==> src/rtl/bale_pkg.sv <==
`default_nettype none
// ----------------------------------------------------------------------------
// bale_pkg
// Shared sizes, operation and status codes, and transaction types for the
// bounded array list engine.
// ----------------------------------------------------------------------------
package bale_pkg;

  // list capacity and derived widths
  localparam int unsigned CAPACITY  = 16;
  localparam int unsigned ADDR_W    = (CAPACITY > 1) ? $clog2(CAPACITY) : 1;
  localparam int unsigned CNT_W     = $clog2(CAPACITY + 1);

  // fixed field widths
  localparam int unsigned MODE_W    = 3;
  localparam int unsigned POS_W     = 8;
  localparam int unsigned DATA_W    = 32;
  localparam int unsigned AMT_W     = 16;
  localparam int unsigned STATUS_W  = 3;
  localparam int unsigned INDEX_W   = 6;
  localparam int unsigned AMT_CNT_W = $clog2(AMT_W + 1);

  typedef logic [MODE_W-1:0]   mode_t;
  typedef logic [STATUS_W-1:0] status_t;

  // operation codes
  localparam mode_t MODE_INSERT = 3'd0;
  localparam mode_t MODE_DELETE = 3'd1;
  localparam mode_t MODE_SEARCH = 3'd2;
  localparam mode_t MODE_ROTATE = 3'd3;
  localparam mode_t MODE_DUMP   = 3'd4;

  // status codes
  localparam status_t STAT_OK       = 3'd0;
  localparam status_t STAT_FULL     = 3'd1;
  localparam status_t STAT_EMPTY    = 3'd2;
  localparam status_t STAT_BADPOS   = 3'd3;
  localparam status_t STAT_NOTFOUND = 3'd4;

  // request transaction
  typedef struct packed {
    mode_t                    mode;
    logic [POS_W-1:0]         position;
    logic signed [DATA_W-1:0] value;
    logic [AMT_W-1:0]         rotate_amount;
  } bale_in_t;

  // result transaction
  typedef struct packed {
    status_t                  status;
    logic [INDEX_W-1:0]       index;
    logic signed [DATA_W-1:0] element;
    logic                     last;
  } bale_out_t;

  // remainder unit request
  typedef struct packed {
    logic             start;
    logic [AMT_W-1:0] dividend;
    logic [CNT_W-1:0] divisor;
  } bale_div_req_t;

endpackage
`default_nettype wire

==> src/rtl/bale_ram.sv <==
`default_nettype none
// ----------------------------------------------------------------------------
// bale_ram
// Generic single-port-write, single-port-read memory with registered read
// data.
// ----------------------------------------------------------------------------
module bale_ram #(
  parameter int unsigned DEPTH = 16,
  parameter int unsigned WIDTH = 32,
  localparam int unsigned ADDR_W = (DEPTH > 1) ? $clog2(DEPTH) : 1
) (
  input  logic              clk_i,
  input  logic              we_i,
  input  logic [ADDR_W-1:0] waddr_i,
  input  logic [WIDTH-1:0]  wdata_i,
  input  logic [ADDR_W-1:0] raddr_i,
  output logic [WIDTH-1:0]  rdata_o
);

  logic [WIDTH-1:0] mem [DEPTH];
  logic [WIDTH-1:0] rdata_q;

  // write port
  always_ff @(posedge clk_i) begin
    if (we_i) begin
      mem[waddr_i] <= wdata_i;
    end
  end

  // registered read port
  always_ff @(posedge clk_i) begin
    rdata_q <= mem[raddr_i];
  end

  assign rdata_o = rdata_q;

endmodule
`default_nettype wire

==> src/rtl/bale_urem.sv <==
`default_nettype none
// ----------------------------------------------------------------------------
// bale_urem
// Bit-serial restoring remainder unit: rotate amount modulo the entry count,
// one dividend bit per cycle.
// ----------------------------------------------------------------------------
module bale_urem (
  input  logic                       clk_i,
  input  logic                       rst_ni,
  input  bale_pkg::bale_div_req_t    req_i,
  output logic                       done_o,
  output logic [bale_pkg::CNT_W-1:0] rem_o
);
  import bale_pkg::*;

  logic [AMT_W-1:0]     dvd_q, dvd_d;
  logic [CNT_W-1:0]     dvs_q, dvs_d;
  logic [CNT_W-1:0]     rem_q, rem_d;
  logic [AMT_CNT_W-1:0] cnt_q, cnt_d;
  logic                 active_q, active_d;
  logic                 done_q, done_d;
  logic [CNT_W:0]       trial;

  // one restoring step per cycle
  always_comb begin
    dvd_d    = dvd_q;
    dvs_d    = dvs_q;
    rem_d    = rem_q;
    cnt_d    = cnt_q;
    active_d = active_q;
    done_d   = 1'b0;
    trial    = {rem_q, dvd_q[AMT_W-1]};
    if (req_i.start) begin
      dvd_d    = req_i.dividend;
      dvs_d    = req_i.divisor;
      rem_d    = '0;
      cnt_d    = AMT_CNT_W'(AMT_W);
      active_d = 1'b1;
    end else if (active_q) begin
      if (trial >= {1'b0, dvs_q}) begin
        rem_d = CNT_W'(trial - {1'b0, dvs_q});
      end else begin
        rem_d = trial[CNT_W-1:0];
      end
      dvd_d = {dvd_q[AMT_W-2:0], 1'b0};
      cnt_d = cnt_q - AMT_CNT_W'(1);
      if (cnt_q == AMT_CNT_W'(1)) begin
        active_d = 1'b0;
        done_d   = 1'b1;
      end
    end
  end

  always_ff @(posedge clk_i or negedge rst_ni) begin
    if (!rst_ni) begin
      active_q <= 1'b0;
      done_q   <= 1'b0;
      cnt_q    <= '0;
      rem_q    <= '0;
      dvd_q    <= '0;
      dvs_q    <= '0;
    end else begin
      active_q <= active_d;
      done_q   <= done_d;
      cnt_q    <= cnt_d;
      rem_q    <= rem_d;
      dvd_q    <= dvd_d;
      dvs_q    <= dvs_d;
    end
  end

  assign done_o = done_q;
  assign rem_o  = rem_q;

endmodule
`default_nettype wire

==> src/rtl/bounded_array_list_engine.sv <==
`default_nettype none
// ----------------------------------------------------------------------------
// bounded_array_list_engine
// Fixed-capacity ordered list of signed 32-bit values in block memory, with
// insert, delete, search, rotate and dump operations.
// ----------------------------------------------------------------------------
// Usage: drive req_i and raise start while busy is low; the request is taken
// at that clock edge. Results appear on res_o for one cycle each, marked by
// res_valid_o; res_o.last flags the final result of a request. The receiver
// cannot stall the block and every result must be captured when shown.
// Entries live in two memory banks with registered read data; the active
// bank is walked one entry per cycle, each write made in the cycle after
// its read. Errors, a rotate of an empty list and unused modes are answered
// without a walk. With n entries, insert at p shifts entries p .. n - 1 up
// and delete at p shifts entries p + 1 .. n - 1 down; an insert at the end
// or a delete of the last entry shifts nothing. A search stops at the first
// match. A dump shows its results one per cycle. A rotate runs the remainder
// unit, then copies the n entries into the other bank, which then becomes
// active.
// busy falls as the final result is shown, so the next request can be taken
// in that cycle. Reset empties the list; memory contents are not cleared.
// ----------------------------------------------------------------------------
module bounded_array_list_engine (
  input  logic                clk_i,
  input  logic                rst_ni,
  input  logic                start,
  output logic                busy,
  input  bale_pkg::bale_in_t  req_i,
  output logic                res_valid_o,
  output bale_pkg::bale_out_t res_o
);
  import bale_pkg::*;

  typedef enum logic [1:0] {
    ST_IDLE,
    ST_DIV,
    ST_WALK,
    ST_FIN
  } state_e;

  state_e            state_q, state_d;
  mode_t             op_q, op_d;
  logic [ADDR_W-1:0] pos_q, pos_d;
  logic [DATA_W-1:0] val_q, val_d;
  logic [CNT_W-1:0]  count_q, count_d;
  logic              bank_q, bank_d;
  logic [ADDR_W-1:0] rd_addr_q, rd_addr_d;
  logic [ADDR_W-1:0] dst_q, dst_d;
  logic [CNT_W-1:0]  left_q, left_d;
  logic              pv_q, pv_d;
  logic [ADDR_W-1:0] pdst_q, pdst_d;
  logic              plast_q, plast_d;
  logic              res_valid_q, res_valid_d;
  bale_out_t         res_q, res_d;

  logic              issue;
  logic              wr_en;
  logic              wr_other;
  logic [ADDR_W-1:0] wr_addr;
  logic [DATA_W-1:0] wr_data;
  logic [DATA_W-1:0] rdata0, rdata1, rdata;
  logic              we0, we1;

  bale_div_req_t     div_req;
  logic              div_done;
  logic [CNT_W-1:0]  div_rem;

  function automatic bale_out_t mk_res(status_t st, logic [INDEX_W-1:0] idx,
                                       logic [DATA_W-1:0] elem, logic lst);
    bale_out_t r;
    r.status  = st;
    r.index   = idx;
    r.element = elem;
    r.last    = lst;
    return r;
  endfunction

  // rotate amount modulo the entry count
  assign div_req.start    = (state_q == ST_IDLE) && start && (req_i.mode == MODE_ROTATE) &&
                            (count_q != '0);
  assign div_req.dividend = req_i.rotate_amount;
  assign div_req.divisor  = count_q;

  bale_urem u_urem (
    .clk_i  (clk_i),
    .rst_ni (rst_ni),
    .req_i  (div_req),
    .done_o (div_done),
    .rem_o  (div_rem)
  );

  // read data from the active bank
  assign rdata = bank_q ? rdata1 : rdata0;

  // sequencer: read issue, trailing write or compare, result
  always_comb begin
    state_d     = state_q;
    op_d        = op_q;
    pos_d       = pos_q;
    val_d       = val_q;
    count_d     = count_q;
    bank_d      = bank_q;
    rd_addr_d   = rd_addr_q;
    dst_d       = dst_q;
    left_d      = left_q;
    pv_d        = 1'b0;
    pdst_d      = pdst_q;
    plast_d     = plast_q;
    res_valid_d = 1'b0;
    res_d       = res_q;
    wr_en       = 1'b0;
    wr_other    = 1'b0;
    wr_addr     = pdst_q;
    wr_data     = rdata;
    issue       = (state_q == ST_WALK) && (left_q != '0);

    unique case (state_q)
      ST_IDLE: begin
        if (start) begin
          op_d  = req_i.mode;
          val_d = req_i.value;
          pos_d = req_i.position[ADDR_W-1:0];
          unique case (req_i.mode)
            MODE_INSERT: begin
              if (count_q >= CNT_W'(CAPACITY)) begin
                res_valid_d = 1'b1;
                res_d       = mk_res(STAT_FULL, '0, '0, 1'b1);
              end else if (req_i.position > POS_W'(count_q)) begin
                res_valid_d = 1'b1;
                res_d       = mk_res(STAT_BADPOS, '0, '0, 1'b1);
              end else begin
                left_d    = count_q - req_i.position[CNT_W-1:0];
                rd_addr_d = ADDR_W'(count_q - CNT_W'(1));
                dst_d     = count_q[ADDR_W-1:0];
                state_d   = ST_WALK;
              end
            end
            MODE_DELETE: begin
              if (count_q == '0) begin
                res_valid_d = 1'b1;
                res_d       = mk_res(STAT_EMPTY, '0, '0, 1'b1);
              end else if (req_i.position >= POS_W'(count_q)) begin
                res_valid_d = 1'b1;
                res_d       = mk_res(STAT_BADPOS, '0, '0, 1'b1);
              end else begin
                left_d    = count_q - CNT_W'(1) - req_i.position[CNT_W-1:0];
                rd_addr_d = req_i.position[ADDR_W-1:0] + ADDR_W'(1);
                dst_d     = req_i.position[ADDR_W-1:0];
                state_d   = ST_WALK;
              end
            end
            MODE_SEARCH: begin
              if (count_q == '0) begin
                res_valid_d = 1'b1;
                res_d       = mk_res(STAT_NOTFOUND, '0, '0, 1'b1);
              end else begin
                left_d    = count_q;
                rd_addr_d = '0;
                dst_d     = '0;
                state_d   = ST_WALK;
              end
            end
            MODE_ROTATE: begin
              if (count_q == '0) begin
                res_valid_d = 1'b1;
                res_d       = mk_res(STAT_OK, '0, '0, 1'b1);
              end else begin
                state_d = ST_DIV;
              end
            end
            MODE_DUMP: begin
              if (count_q == '0) begin
                res_valid_d = 1'b1;
                res_d       = mk_res(STAT_EMPTY, '0, '0, 1'b1);
              end else begin
                left_d    = count_q;
                rd_addr_d = '0;
                dst_d     = '0;
                state_d   = ST_WALK;
              end
            end
            default: begin
              res_valid_d = 1'b1;
              res_d       = mk_res(STAT_OK, '0, '0, 1'b1);
            end
          endcase
        end
      end

      ST_DIV: begin
        if (div_done) begin
          rd_addr_d = div_rem[ADDR_W-1:0];
          dst_d     = '0;
          left_d    = count_q;
          state_d   = ST_WALK;
        end
      end

      ST_WALK: begin
        // issue the next read
        if (issue) begin
          left_d  = left_q - CNT_W'(1);
          pv_d    = 1'b1;
          pdst_d  = dst_q;
          plast_d = (left_q == CNT_W'(1));
          unique case (op_q) inside
            MODE_INSERT: begin
              rd_addr_d = rd_addr_q - ADDR_W'(1);
              dst_d     = dst_q - ADDR_W'(1);
            end
            MODE_ROTATE: begin
              if (CNT_W'(rd_addr_q) + CNT_W'(1) == count_q) begin
                rd_addr_d = '0;
              end else begin
                rd_addr_d = rd_addr_q + ADDR_W'(1);
              end
              dst_d = dst_q + ADDR_W'(1);
            end
            default: begin
              rd_addr_d = rd_addr_q + ADDR_W'(1);
              dst_d     = dst_q + ADDR_W'(1);
            end
          endcase
        end

        // consume the data read last cycle
        if (pv_q) begin
          unique case (op_q) inside
            MODE_INSERT, MODE_DELETE: begin
              wr_en = 1'b1;
            end
            MODE_ROTATE: begin
              wr_en    = 1'b1;
              wr_other = 1'b1;
            end
            MODE_SEARCH: begin
              if (rdata == val_q) begin
                res_valid_d = 1'b1;
                res_d       = mk_res(STAT_OK, INDEX_W'(pdst_q), '0, 1'b1);
                state_d     = ST_IDLE;
                pv_d        = 1'b0;
                left_d      = '0;
              end else if (plast_q) begin
                res_valid_d = 1'b1;
                res_d       = mk_res(STAT_NOTFOUND, '0, '0, 1'b1);
                state_d     = ST_IDLE;
              end
            end
            default: begin
              res_valid_d = 1'b1;
              res_d       = mk_res(STAT_OK, INDEX_W'(pdst_q), rdata, plast_q);
              if (plast_q) begin
                state_d = ST_IDLE;
              end
            end
          endcase
        end

        // shift or copy finished
        if (!issue && !pv_q &&
            (op_q == MODE_INSERT || op_q == MODE_DELETE || op_q == MODE_ROTATE)) begin
          state_d = ST_FIN;
        end
      end

      ST_FIN: begin
        unique case (op_q) inside
          MODE_INSERT: begin
            wr_en   = 1'b1;
            wr_addr = pos_q;
            wr_data = val_q;
            count_d = count_q + CNT_W'(1);
          end
          MODE_DELETE: begin
            count_d = count_q - CNT_W'(1);
          end
          default: begin
            bank_d = ~bank_q;
          end
        endcase
        res_valid_d = 1'b1;
        res_d       = mk_res(STAT_OK, '0, '0, 1'b1);
        state_d     = ST_IDLE;
      end

      default: begin
        state_d = ST_IDLE;
      end
    endcase
  end

  // bank write selects
  assign we0 = wr_en && !(bank_q ^ wr_other);
  assign we1 = wr_en &&  (bank_q ^ wr_other);

  bale_ram #(
    .DEPTH (CAPACITY),
    .WIDTH (DATA_W)
  ) u_bank0 (
    .clk_i   (clk_i),
    .we_i    (we0),
    .waddr_i (wr_addr),
    .wdata_i (wr_data),
    .raddr_i (rd_addr_q),
    .rdata_o (rdata0)
  );

  bale_ram #(
    .DEPTH (CAPACITY),
    .WIDTH (DATA_W)
  ) u_bank1 (
    .clk_i   (clk_i),
    .we_i    (we1),
    .waddr_i (wr_addr),
    .wdata_i (wr_data),
    .raddr_i (rd_addr_q),
    .rdata_o (rdata1)
  );

  // state and registered outputs
  always_ff @(posedge clk_i or negedge rst_ni) begin
    if (!rst_ni) begin
      state_q     <= ST_IDLE;
      op_q        <= MODE_INSERT;
      pos_q       <= '0;
      val_q       <= '0;
      count_q     <= '0;
      bank_q      <= 1'b0;
      rd_addr_q   <= '0;
      dst_q       <= '0;
      left_q      <= '0;
      pv_q        <= 1'b0;
      pdst_q      <= '0;
      plast_q     <= 1'b0;
      res_valid_q <= 1'b0;
      res_q       <= '0;
    end else begin
      state_q     <= state_d;
      op_q        <= op_d;
      pos_q       <= pos_d;
      val_q       <= val_d;
      count_q     <= count_d;
      bank_q      <= bank_d;
      rd_addr_q   <= rd_addr_d;
      dst_q       <= dst_d;
      left_q      <= left_d;
      pv_q        <= pv_d;
      pdst_q      <= pdst_d;
      plast_q     <= plast_d;
      res_valid_q <= res_valid_d;
      res_q       <= res_d;
    end
  end

  assign busy        = (state_q != ST_IDLE);
  assign res_valid_o = res_valid_q;
  assign res_o       = res_q;

endmodule
`default_nettype wire
==> config.mk <==
export PLATFORM = sky130hd
export DESIGN_NAME = bounded_array_list_engine
export DESIGN_NICKNAME = d
export VERILOG_FILES = /design/src/rtl/bale_pkg.sv /design/src/rtl/bale_ram.sv /design/src/rtl/bale_urem.sv /design/src/rtl/bounded_array_list_engine.sv
export SDC_FILE = /design/constraint.sdc
export NUM_CORES = 1
export LEC_CHECK = 0
export BUFFER_PORTS_ARGS = -buffer_cell sky130_fd_sc_hd__buf_2
export CAP_MARGIN = 15
export CORE_MARGIN = 2
export CORE_UTILIZATION = 56
export DETAILED_ROUTE_END_ITERATION = 7
export GPL_ROUTABILITY_DRIVEN = 0
export PLACE_DENSITY = 0.75
export SLEW_MARGIN = 25
export SYNTH_ARGS = -nofsm -noshare
export SYNTH_HDL_FRONTEND = slang
export SYNTH_SLANG_ARGS = --single-unit
export TNS_END_PERCENT = 1
==> constraint.sdc <==
create_clock -name clk_i -period 4.1 [get_ports clk_i]
set_input_delay 0.41 -clock clk_i [delete_from_list [all_inputs] [get_ports clk_i]]
set_output_delay 0.41 -clock clk_i [all_outputs]
set_load 0.01 [all_outputs]
======== Word level (Yosys, flattened, before mapping) ========
Memory sizes are Yosys's and may differ from the RTL's. A register that Yosys moved wholly into a read port is not among the register bits.
Index checks and enable logic that the tools add are counted.
W data, S select, Z words.
storage, ports and cells
  word-level logic and storage cells ...... 227
  input bits .............................. 62
  register bits ........................... 142
  memories ................................ 2
  memory bits (writable) .................. 1024
  output and inout port bits .............. 44
memories
  memory       words  width  read ports  clocked after memory_dff  wr ports  line            source
  u_bank0.mem  16     32     1           1                         1         bale_ram.sv:20  logic [WIDTH-1:0] mem [DEPTH];
  u_bank1.mem  16     32     1           1                         1         bale_ram.sv:20
cells by class
  reduce and logical (&&, ||, !) cells .... 36
  add/subtract/negate cells ............... 13
  mux-type cells .......................... 111
  order comparisons ....................... 4
  bitwise logic cells ..................... 3
  equality and inequality tests ........... 35
operators with widths
  operator               count
  $mux W42               11
  $pmux W42 S5           1
  $pmux W42 S3           1
  $mux W32               3
  $pmux W42 S2           1
  $mux W5                16
  $mux W4                19
  $pmux W4 S3            4
  $eq A32 B32 Y1         1
  $mux W16               2
  $mux W1                30
  $pmux W5 S3            2
  $mux W2                12
  $ne A3 B3 Y1 const B   8
  $reduce_and A10 Y1     2
  $pmux W2 S4            2
  $sub A5 B1 Y5 const B  3
  $sub A5 B5 Y5          3
  $add A4 B1 Y4 const B  3
  $eq A3 B2 Y1 const B   4
  $reduce_and A11 Y1     1
  $eq A5 B1 Y1 const B   2
  $pmux W5 S2            1
  $reduce_bool A5 Y1     2
  other kinds (37)       68

======== Logic depth before layout (Yosys ltp) ========
Gate-level depths: netlist of run 1.
  word-level depth ........................ 9
  gate-level depth with buffers ........... 15
  gate-level depth less buffers ........... 13

======== Cells and area by module ========
A second synthesis of run 1 with hierarchy kept.
second synthesis, totals
  cell total of the unflattened synthesis .. 2600
  area, all modules ....................... 48833.1 µm²
by module, submodules not included
  module                     cells each  instances  seq. area each (µm²)  area an instance (µm²)
  bale_ram                   838         2          16015.4               19835.3
  bounded_array_list_engine  752         1          2677.6                7454.6
  bale_urem                  172         1          825.8                 1707.9

======== Worst setup path before layout of run 1 ========
OpenSTA, ideal clock, no wires.
  path kind ............................... reg-to-reg
  start point ............................. reg state_q[0]
  end point ............................... mem u_bank1.mem[4][0] (enable)
  arrival time ............................ 3538 ps
  path buffers ............................ 2
  data required time ...................... 3679 ps
  library setup time ...................... 421 ps
  path slack .............................. 141 ps
  clock period less this slack ............ 3959 ps
  cell stages (with the launch flop) ...... 11
  path through ............................ dfrtp_1 ha_1 inv_1 or3_1 clkbuf_1 or2_1 clkbuf_1 nor3b_1 a31oi_1 nand2b_1 nor2_1
between the ends
  word-level cells in the longest chain between the ends .. 6
  elaborated cells between the ends (all ways) .. 9
  those cells by class .................... eq/ne (2); mux (5); bitwise (1); reduce/logical (1)
ends and longest elaborated chain
  what                           line                              source
  start, declared                bounded_array_list_engine.sv:41   state_e state_q, state_d;
  start signal, assigned         bounded_array_list_engine.sv:338  state_q <= state_d;
  $eq A2 B2 Y1                   bounded_array_list_engine.sv:117  unique case (state_q)
  $mux W1                        bounded_array_list_engine.sv:117
  $xor A1 B1 Y1                  bounded_array_list_engine.sv:294  assign we1 = wr_en && (bank_q ^ wr_other);
  $logic_and A1 B1 Y1            bounded_array_list_engine.sv:294
  $mux W1                        bale_ram.sv:25                    if (we_i) begin
  $mux W1 (implied by the code)  bale_ram.sv:26                    mem[waddr_i] <= wdata_i;
  end, declared                  bale_ram.sv:20
Parallel ways exist; a longest one is shown, timed or not.

======== Worst setup path after layout of run 1 ========
  start point ............................. reg bank_q
  end point ............................... reg res_q, in the netlist res_o[7]
between the ends
  word-level cells in the longest chain between the ends .. 6
  elaborated cells between the ends (all ways) .. 8
  those cells by class .................... eq/ne (2); mux (5); reduce/logical (1)
ends and longest elaborated chain
  what                    line                              source
  start, declared         bounded_array_list_engine.sv:46   logic bank_q, bank_d;
  start signal, assigned  bounded_array_list_engine.sv:343  bank_q <= bank_d;
  $mux W32 *              bounded_array_list_engine.sv:93   assign rdata = bank_q ? rdata1 : rdata0;
  $eq A32 B32 Y1          bounded_array_list_engine.sv:237  if (rdata == val_q) begin
  $mux W42                bounded_array_list_engine.sv:237
  $pmux W42 S2            bounded_array_list_engine.sv:228  unique case (op_q) inside
  $mux W42                bounded_array_list_engine.sv:227  if (pv_q) begin
  $pmux W42 S3            bounded_array_list_engine.sv:117
  end signal, assigned    bounded_array_list_engine.sv:351  res_q <= res_d;
  end, declared           bounded_array_list_engine.sv:54   bale_out_t res_q, res_d;
Mark *: on every way between the ends. The rest lies on a longest branch, timed or not. The select of a mux whose other input is x is not followed.
A chain may end at the register's enable or synchronous reset.

==> summary.txt, run 1 <==
Route
  • Vias: 28481
  • Residual DRC: 0
  • Total wire length: between 100000 and 150000 um
  • WL/cell: 28.1 um
  • Vias per cell: 6.45
  • DR iter-0 viols: 3354
  • Routed Antenna Nets: 0
  • First-pass iteration count of the detailed router: 6

Placement
  • Port bufs: 103
  • Dpl cells: 4149
  • Post-DP Area: between 50000 and 60000 um2
  • Dpl hpwl: 76300 um

Cells and area
  • Area Overhead vs Synth: 15.1%
  • Fin cells: 4419
  • Layout cells sized above 1: 0.234
  • Final net count: between 3000 and 4000
  • Cell area after layout: 56800 um2

CTS
  • Inserted Clock Buffers: 115
  • Post-CTS Setup Bufs: 0
  • Clk_lat worst skew: roughly 700 ps
  • Clk slew on worst S/H paths: 60 ps
  • Max clock buf depth: 3
  • Htree depth: 3
  • CTS resizes: 0
  • CTS sink cnt: 1228
  • CTS tree: built
  • Root buffer cell: clkbuf_16

Global route
  • Pin count of the biggest net entering global routing: 79
  • GR Util met1: 0.388
  • Gr ovfl total: 0
  • Number of global-route vias before repair: 28779
  • Initial antenna violation count: 2
  • GRT busiest layer: met2
  • Total track usage: 0.277
  • Met2 usage: 0.436
  • Met3 Usage GRT: 0.0521
  • Global-route wire length before repair: 185000 um

Synthesis
  • Share of the synthesized area in the top cell type: 0.623
  • Synth area leader: edfxtp_1
  • Share of flip-flops with an asynchronous set or reset: 0.114
  • Avg Cell Area, Syn: 16.9 um2
  • Main synth FF type: edfxtp_1
  • Post-synth cell types: 84
  • Synthesized flop and latch total: 1228
  • Sequential share of the synthesized area: 0.720
  • Cell area after synthesis: 49300 um2
  • Post-synth EDFFs: between 1000 and 1500
  • Post-Syn Instances: 2923
  • Largest cells by area after synthesis: edfxtp_1 (62%), dfrtp_1 (7.1%), mux4_2 (5.9%)
  • Ys Warns: 0

Setup path
  • Worst EP arrival: 4510 ps
  • WS Path Type: flip-flop to flip-flop
  • Crit path capture type: flip-flop
  • Startpoint Class: flip-flop
  • Required time of the critical path: 4620 ps
  • CP max FO: 32

STA
  • Min Clock Period, post-route: 3990 ps
  • Final hold vios: 0
  • Setup violations, final: 0
  • Tcrit/Tclk final: 0.974
  • Slew headroom: 0.279
  • RSZ-0062 raised after global routing: false
  • Final TNS setup: 0 ps
  • Max Fclk: ~0.25 GHz
  • Setup Skew: 49.6 ps
  • Worst slew pin tran: between 1000 and 1500 ps
  • Slew Limit Fails: 0

Floorplanning
  • Top-Level Pins: 106
  • Initial Utilization: 0.567
  • Std-Cell Rows: 108
  • Chip height: 301 um
  • Core Area: 87000 um2
  • Die X: between 300 and 400 um
  • DIE AREA: 90500 um2

Run status
  • Result of the run: complete, no violations

Pwr
  • Pwr per Cell Area: about 780 nW/um2
  • Maximum VDD drop: 0.482 mV
  • Lkg Pwr: 19.5 nW

Run
  • Max-cap viol count: 0

Worst hold path
  • Hold/Removal Path Class: input port to flip-flop
==> per-stage QoR <==
step,util,setup WS (ps),hold slack (ps),total power [mW]
2_1_floorplan,-,141,114,27.8
5_1_grt,0.652,37.9,15.7,45.9
6_report,0.652,108,20.8,44.2
4_1_cts,0.652,277,5.38,44.1
3_3_place_gp,0.600,484,467,32.8
3_5_place_dp,0.602,329,473,33.4
==> path summary, 6_finish.rpt <==
check                                 from         endpoint  slack (ps)  depth (start not counted)
max in group asynchronous           rst_ni         val_q[5]        2890                          3
min in group asynchronous           rst_ni     rd_addr_q[1]         280                          2
min reg2reg                u_urem.rem_o[4]  u_urem.rem_o[4]         510                          1
max                                 bank_q         res_o[7]         110                          9
min                              req_i[47]        val_q[31]          20                          2
max reg2reg                         bank_q         res_o[7]         110                          9
==> cells in the mapped netlist, types with 5 or more instances <==
library cell / count
mux2i_2: 10
a22o_1: 7
nor3b_1: 7
clkbuf_1: 107
edfxtp_1: 1024
o21ai_1: 7
nor2b_1: 9
xor2_1: 10
nor2_1: 155
a221oi_1: 65
nand2_1: 100
mux2_2: 89
inv_1: 41
buf_6: 8
ha_1: 31
buf_1: 20
nor4_1: 6
o2bb2ai_1: 14
o21ai_0: 163
o31ai_1: 7
dfrtp_1: 140
o2bb2ai_2: 20
nand2b_1: 19
nor4_2: 5
dfxtp_1: 64
nand3_1: 12
or3_1: 6
mux4_2: 130
a21oi_1: 131
mux2i_1: 239
buf_2: 26
nor3_1: 29
a211oi_1: 10
a31oi_1: 14
xnor2_1: 51
a22oi_1: 64
==> final cells by class <==
class	instances	area, um2
flip-flops and latches	1228	35600
fillers	5729	30200
multi-input cells	1492	13300
clock buffers	153	3190
repair buffers	282	2470
well taps	1155	1450
clock inverters	67	658
inverters	41	154
diodes	1	2.50
==> layout by cell type, fill, tap and decap left out, types with 11 or more instances in the layout <==
| master | Yosys | layout |
|---|---|---|
| clkbuf_8 | 0 | 15 |
| mux2i_1 | 239 | 239 |
| nand2b_1 | 19 | 18 |
| a22oi_1 | 64 | 64 |
| dfrtp_1 | 140 | 135 |
| nand3_1 | 12 | 11 |
| clkinv_2 | 0 | 33 |
| buf_12 | 0 | 26 |
| a31oi_1 | 14 | 12 |
| nor2_4 | 1 | 35 |
| a21oi_2 | 2 | 23 |
| inv_1 | 41 | 41 |
| o2bb2ai_2 | 20 | 20 |
| buf_4 | 2 | 97 |
| clkbuf_16 | 0 | 116 |
| dfxtp_1 | 64 | 64 |
| clkinv_1 | 0 | 11 |
| buf_2 | 26 | 102 |
| mux2_2 | 89 | 89 |
| ha_1 | 31 | 31 |
| dlygate4sd3_1 | 0 | 48 |
| o2bb2ai_1 | 14 | 14 |
| nor2_1 | 155 | 121 |
| clkbuf_1 | 107 | 22 |
| xnor2_1 | 51 | 51 |
| edfxtp_1 | 1024 | 1024 |
| mux4_2 | 130 | 130 |
| nor3_1 | 29 | 28 |
| nand2_1 | 100 | 98 |
| a21oi_1 | 131 | 110 |
| o21ai_0 | 163 | 163 |
| a221oi_1 | 65 | 65 |
==> worst max-delay path: stages (launching register included) <==
cell       delay, ps
dfrtp_2          830
buf_4            290
mux2i_1          370
xnor2_1          130
nor4_1           740
nand4_2          380
o211ai_2         300
nand2_2          160
buf_4            340
o2bb2ai_1        220
==> sequential cells by signal, summed over array words and instances, names as in the netlist, 2 cells and up <==
name / count
val_q: 32
u_bank0.rdata_o: 32
u_urem.dvd_q: 16
rd_addr_q: 4
u_bank0.mem: 512
res_o: 40
dst_q: 4
state_q: 2
u_bank1.mem: 512
u_bank1.rdata_o: 32
op_q: 3
pos_q: 4
u_urem.rem_o: 5
pdst_q: 4
u_urem.dvs_q: 5
u_urem.cnt_q: 5
left_q: 5
count_q: 5
==> kinds of logic after synthesis <==
family          synth area share
flops                      0.720
compound gates            0.0741
mux                        0.132
simple gates              0.0361
buf+inv                   0.0176
xor+xnor                  0.0108
fa+ha+maj                0.00908
other cells            0.0000760
==> layer usage <==
metal	wire [um]	share of wire
met2	58900	0.47
met5	0	0
met3	12300	0.099
met1	48100	0.39
met4	5140	0.041
==> timing repair <==
action,4_1_cts,5_1_grt
endpoints found under the hold margin,118,0
hold buffers,48,0
endpoints found under the setup margin,0,0
==> power by group <==
part | internal (mW) | total, mW | switching, mW
Clock | 6.02 | 10.6 | 4.61
Combinational | 5.53 | 14.9 | 9.35
Sequential | 17.1 | 18.7 | 1.58
Total | 28.6 | 44.2 | 15.5
Power figures use the tool's default switching activity.
==> run 2, diff against run 1 <==
Settings changed: BUFFER_PORTS_ARGS -buffer_cell sky130_fd_sc_hd__buf_2 to not set, CORE_UTILIZATION 56 to 57, CTS_BUF_LIST set to sky130_fd_sc_hd__clkbuf_16, DONT_BUFFER_PORTS set to 1.
==> run 2 against run 1 <==
Against the previous run: worst hold slack better by 27 ps; sequential power hardly changed; utilization is 0.30 points higher; clock skew is 4.6 ps higher; die area is 1.7% lower; wire length is 3.0% higher; maximum frequency is 1.4% lower; global-route usage is 0.99 points higher; sequential share of layout area is 0.89 points higher; total power hardly changed; via count is 0.42% lower; final cell count is 2.7% lower; critical endpoint is now res_o[16]; largest power group unchanged.
==> summary.txt, run 2 (synthesized netlist as in run 1, its figures left out) <==
Run status
  • Result of the run: complete, no violations (unchanged)

Worst hold path
  • Hold_sp: req_i[48] (was req_i[47])
  • Hold/Removal Path Class: input port to flip-flop (unchanged)
  • Depth of the worst hold-timing path: 2 (unchanged)
  • Hold EP: pos_q[0] (was val_q[31])

Cells and area
  • Most frequent cells in the layout: edfxtp_1 (1024), mux2i_1 (239), o21ai_0 (163) (unchanged)
  • Fin cells: 4301 (was 4419)
  • Area Overhead vs Synth: 13.5% (was 15.1%)
  • Layout cells sized above 1: 0.202 (was 0.234)
  • Final net count: 3151 (was 3256)
  • Commonest non-fill, non-tap cell in the layout: edfxtp_1 (unchanged)

STA
  • Hold Slack: 47.6 ps (was 20.8 ps)
  • Min Clock Period, post-route: 4050 ps (was 3990 ps)
  • Fin worst setup slack: 52.8 ps (was 108 ps)
  • Slew Limit Fails: 0 (unchanged)
  • Worst slew pin tran: 1100 ps (was 1080 ps)
  • RSZ-0062 raised after global routing: false (unchanged)
  • Final hold vios: 0 (unchanged)
  • Final TNS setup: 0 ps (unchanged)
  • Setup violations, final: 0 (unchanged)
  • Slew headroom: 0.263 (was 0.279)
  • Max Fclk: 0.247 GHz (was 0.251 GHz)
  • Tcrit/Tclk final: 0.987 (was 0.974)
  • Setup Skew: 54.2 ps (was 49.6 ps)

CTS
  • Inserted Clock Buffers: 114 (was 115)
  • Max clock buf depth: 3 (unchanged)
  • Htree depth: 3 (unchanged)
  • Clk slew on worst S/H paths: 60 ps (about the same)
  • Clk_lat worst skew: 710 ps (was 700 ps)
  • Root buffer cell: clkbuf_16 (unchanged)
  • CTS tree: built (unchanged)
  • CTS resizes: 0 (unchanged)
  • CTS sink cnt: 1228 (unchanged)

Route
  • Vias: 28362 (was 28481)
  • Routed Antenna Nets: 0 (unchanged)
  • First-pass iteration count of the detailed router: 7 (was 6)
  • DR iter-0 viols: 3662 (was 3354)
  • Vias per cell: 6.59 (was 6.45)
  • WL/cell: 29.8 um (was 28.1 um)
  • Total wire length: 128000 um (was 124000 um)
  • Residual DRC: 0 (unchanged)

Setup path
  • Max stage delay on crit path: 870 ps (was 830 ps)
  • WS Path Type: flip-flop to flip-flop (unchanged)
  • Worst path top cell family by delay: simple AND/OR/NAND/NOR gates (unchanged)
  • Worst EP arrival: 4610 ps (was 4510 ps)
  • Worst reg-to-reg path cell count: 9 (unchanged)
  • Startpoint Class: flip-flop (unchanged)
  • CP max stage cell: dfrtp_2 (unchanged)
  • Critical path buffer and inverter count: 2 (unchanged)
  • Worst-path cell chain: buf_4 > mux2i_2 > xnor2_1 > nor4_1 > nand4_2 > o211ai_2 > nand2_2 > buf_12 > o2bb2ai_1 (was buf_4 > mux2i_1 > xnor2_1 > nor4_1 > nand4_2 > o211ai_2 > nand2_2 > buf_4 > o2bb2ai_1)
  • Reg2Reg Setup Slack: 50 ps (was 110 ps)
  • Reg-to-Reg End: res_o[16] (was res_o[7])
  • Crit path capture type: flip-flop (unchanged)
  • CP max FO: 32 (unchanged)
  • Required time of the critical path: 4660 ps (was 4620 ps)
  • R2R Path Start: bank_q (unchanged)

Global route
  • Total track usage: 0.287 (was 0.277)
  • Initial antenna violation count: 1 (was 2)
  • Global-route wire length before repair: 187000 um (was 185000 um)
  • Number of global-route vias before repair: 28273 (was 28779)
  • Pin count of the biggest net entering global routing: 141 (was 79)
  • Gr ovfl total: 0 (unchanged)

Pwr
  • Maximum VDD drop: 0.593 mV (was 0.482 mV)
  • Lkg Pwr: 19.0 nW (was 19.5 nW)
  • Pwr per Cell Area: 789 nW/um2 (was 778 nW/um2)

Placement
  • Dpl hpwl: 76300 um (about the same)
  • Port bufs: 0 (was 103)
  • Dpl cells: 4029 (was 4149)
  • DP Worst Slack: 306 ps (was 329 ps)

Floorplanning
  • Std-Cell Rows: 107 (was 108)
  • Initial Utilization: 0.577 (was 0.567)
  • Core Area: 85400 um2 (was 87000 um2)
  • DIE AREA: 88900 um2 (was 90500 um2)
  • Top-Level Pins: 106 (unchanged)
  • Chip height: 298 um (was 301 um)
  • Die X: 298 um (was 301 um)

Run
  • Max-cap viol count: 0 (unchanged)
[run 2: cell types whose count changed in the layout (fill, tap and decap cells not counted), sizes merged]
cell | previous run | this run
buf | 234 | 125
clkbuf | 153 | 115
clkinv | 51 | 47
dlygate4sd3 | 48 | 53
clkinvlp | 5 | 10
inv | 44 | 71
bufinv | 8 | 15
[run 2: power breakdown]
group	switching (mW)	internal [mW]
Sequential	1.67	17.1
Combinational	9.47	5.29
Clock	4.61	6.05
Total	15.8	28.4
[run 2: per-stage QoR]
stage / utilization / total power [mW] / area (um2)
after floorplan: - / 27.8 / 49300
after global placement: 0.604 / 32.8 / 51600
after detailed placement: 0.604 / 33.3 / 51600
after CTS: 0.655 / 44.0 / 56000
after global routing: 0.655 / 45.7 / 56000
final: 0.655 / 44.2 / 56000
[run 2: worst max path at each step]
stage | from | endpoint | depth (start not counted)
after detailed placement | bank_q | res_o[13] | 9
after global routing | bank_q | res_o[8] | 9
final | bank_q | res_o[16] | 9
after floorplan | state_q[0] | u_bank1.mem[4][0] | 10
after global placement | bank_q | res_o[15] | 9
after CTS | bank_q | res_o[7] | 9
[run 2: worst reg2reg max path: cells and delay by family, from the launching register on]
| kind | cells | cell delay, ps |
|---|---|---|
| AO/OA/AOI/OAI | 2 | 500 |
| XOR/XNOR | 1 | 120 |
| buffers and inverters | 2 | 580 |
| flip-flops | 1 | 870 |
| multiplexers | 1 | 440 |
| AND/OR/NAND/NOR | 3 | 1410 |
[run 2: layout make-up]
type | count | area (um2)
Tap cell | 1144 | 1430
Timing Repair Buffer | 178 | 1710
Antenna cell | 1 | 2.50
Inverter | 41 | 154
Multi-Input combinational cell | 1492 | 13300
Fill cell | 5540 | 29400
Clock buffer | 115 | 2880
Sequential cell | 1228 | 35600
Clock inverter | 102 | 918
[run 2: layer usage]
metal	GRT usage	share of wire	vias up	routed length, um
li1	-	-	11814	-
met1	0.386	0.38	14545	48400
met2	0.462	0.48	1696	61700
met3	0.0596	0.096	305	12300
met4	0.117	0.044	2	5650
met5	0	0.00013	-	17
[run 2: what timing repair did]
item | 4_1_cts | 5_1_grt
hold endpoints to repair | 193 | 0
buffers inserted | 0 | 0
hold buffers | 54 | 0
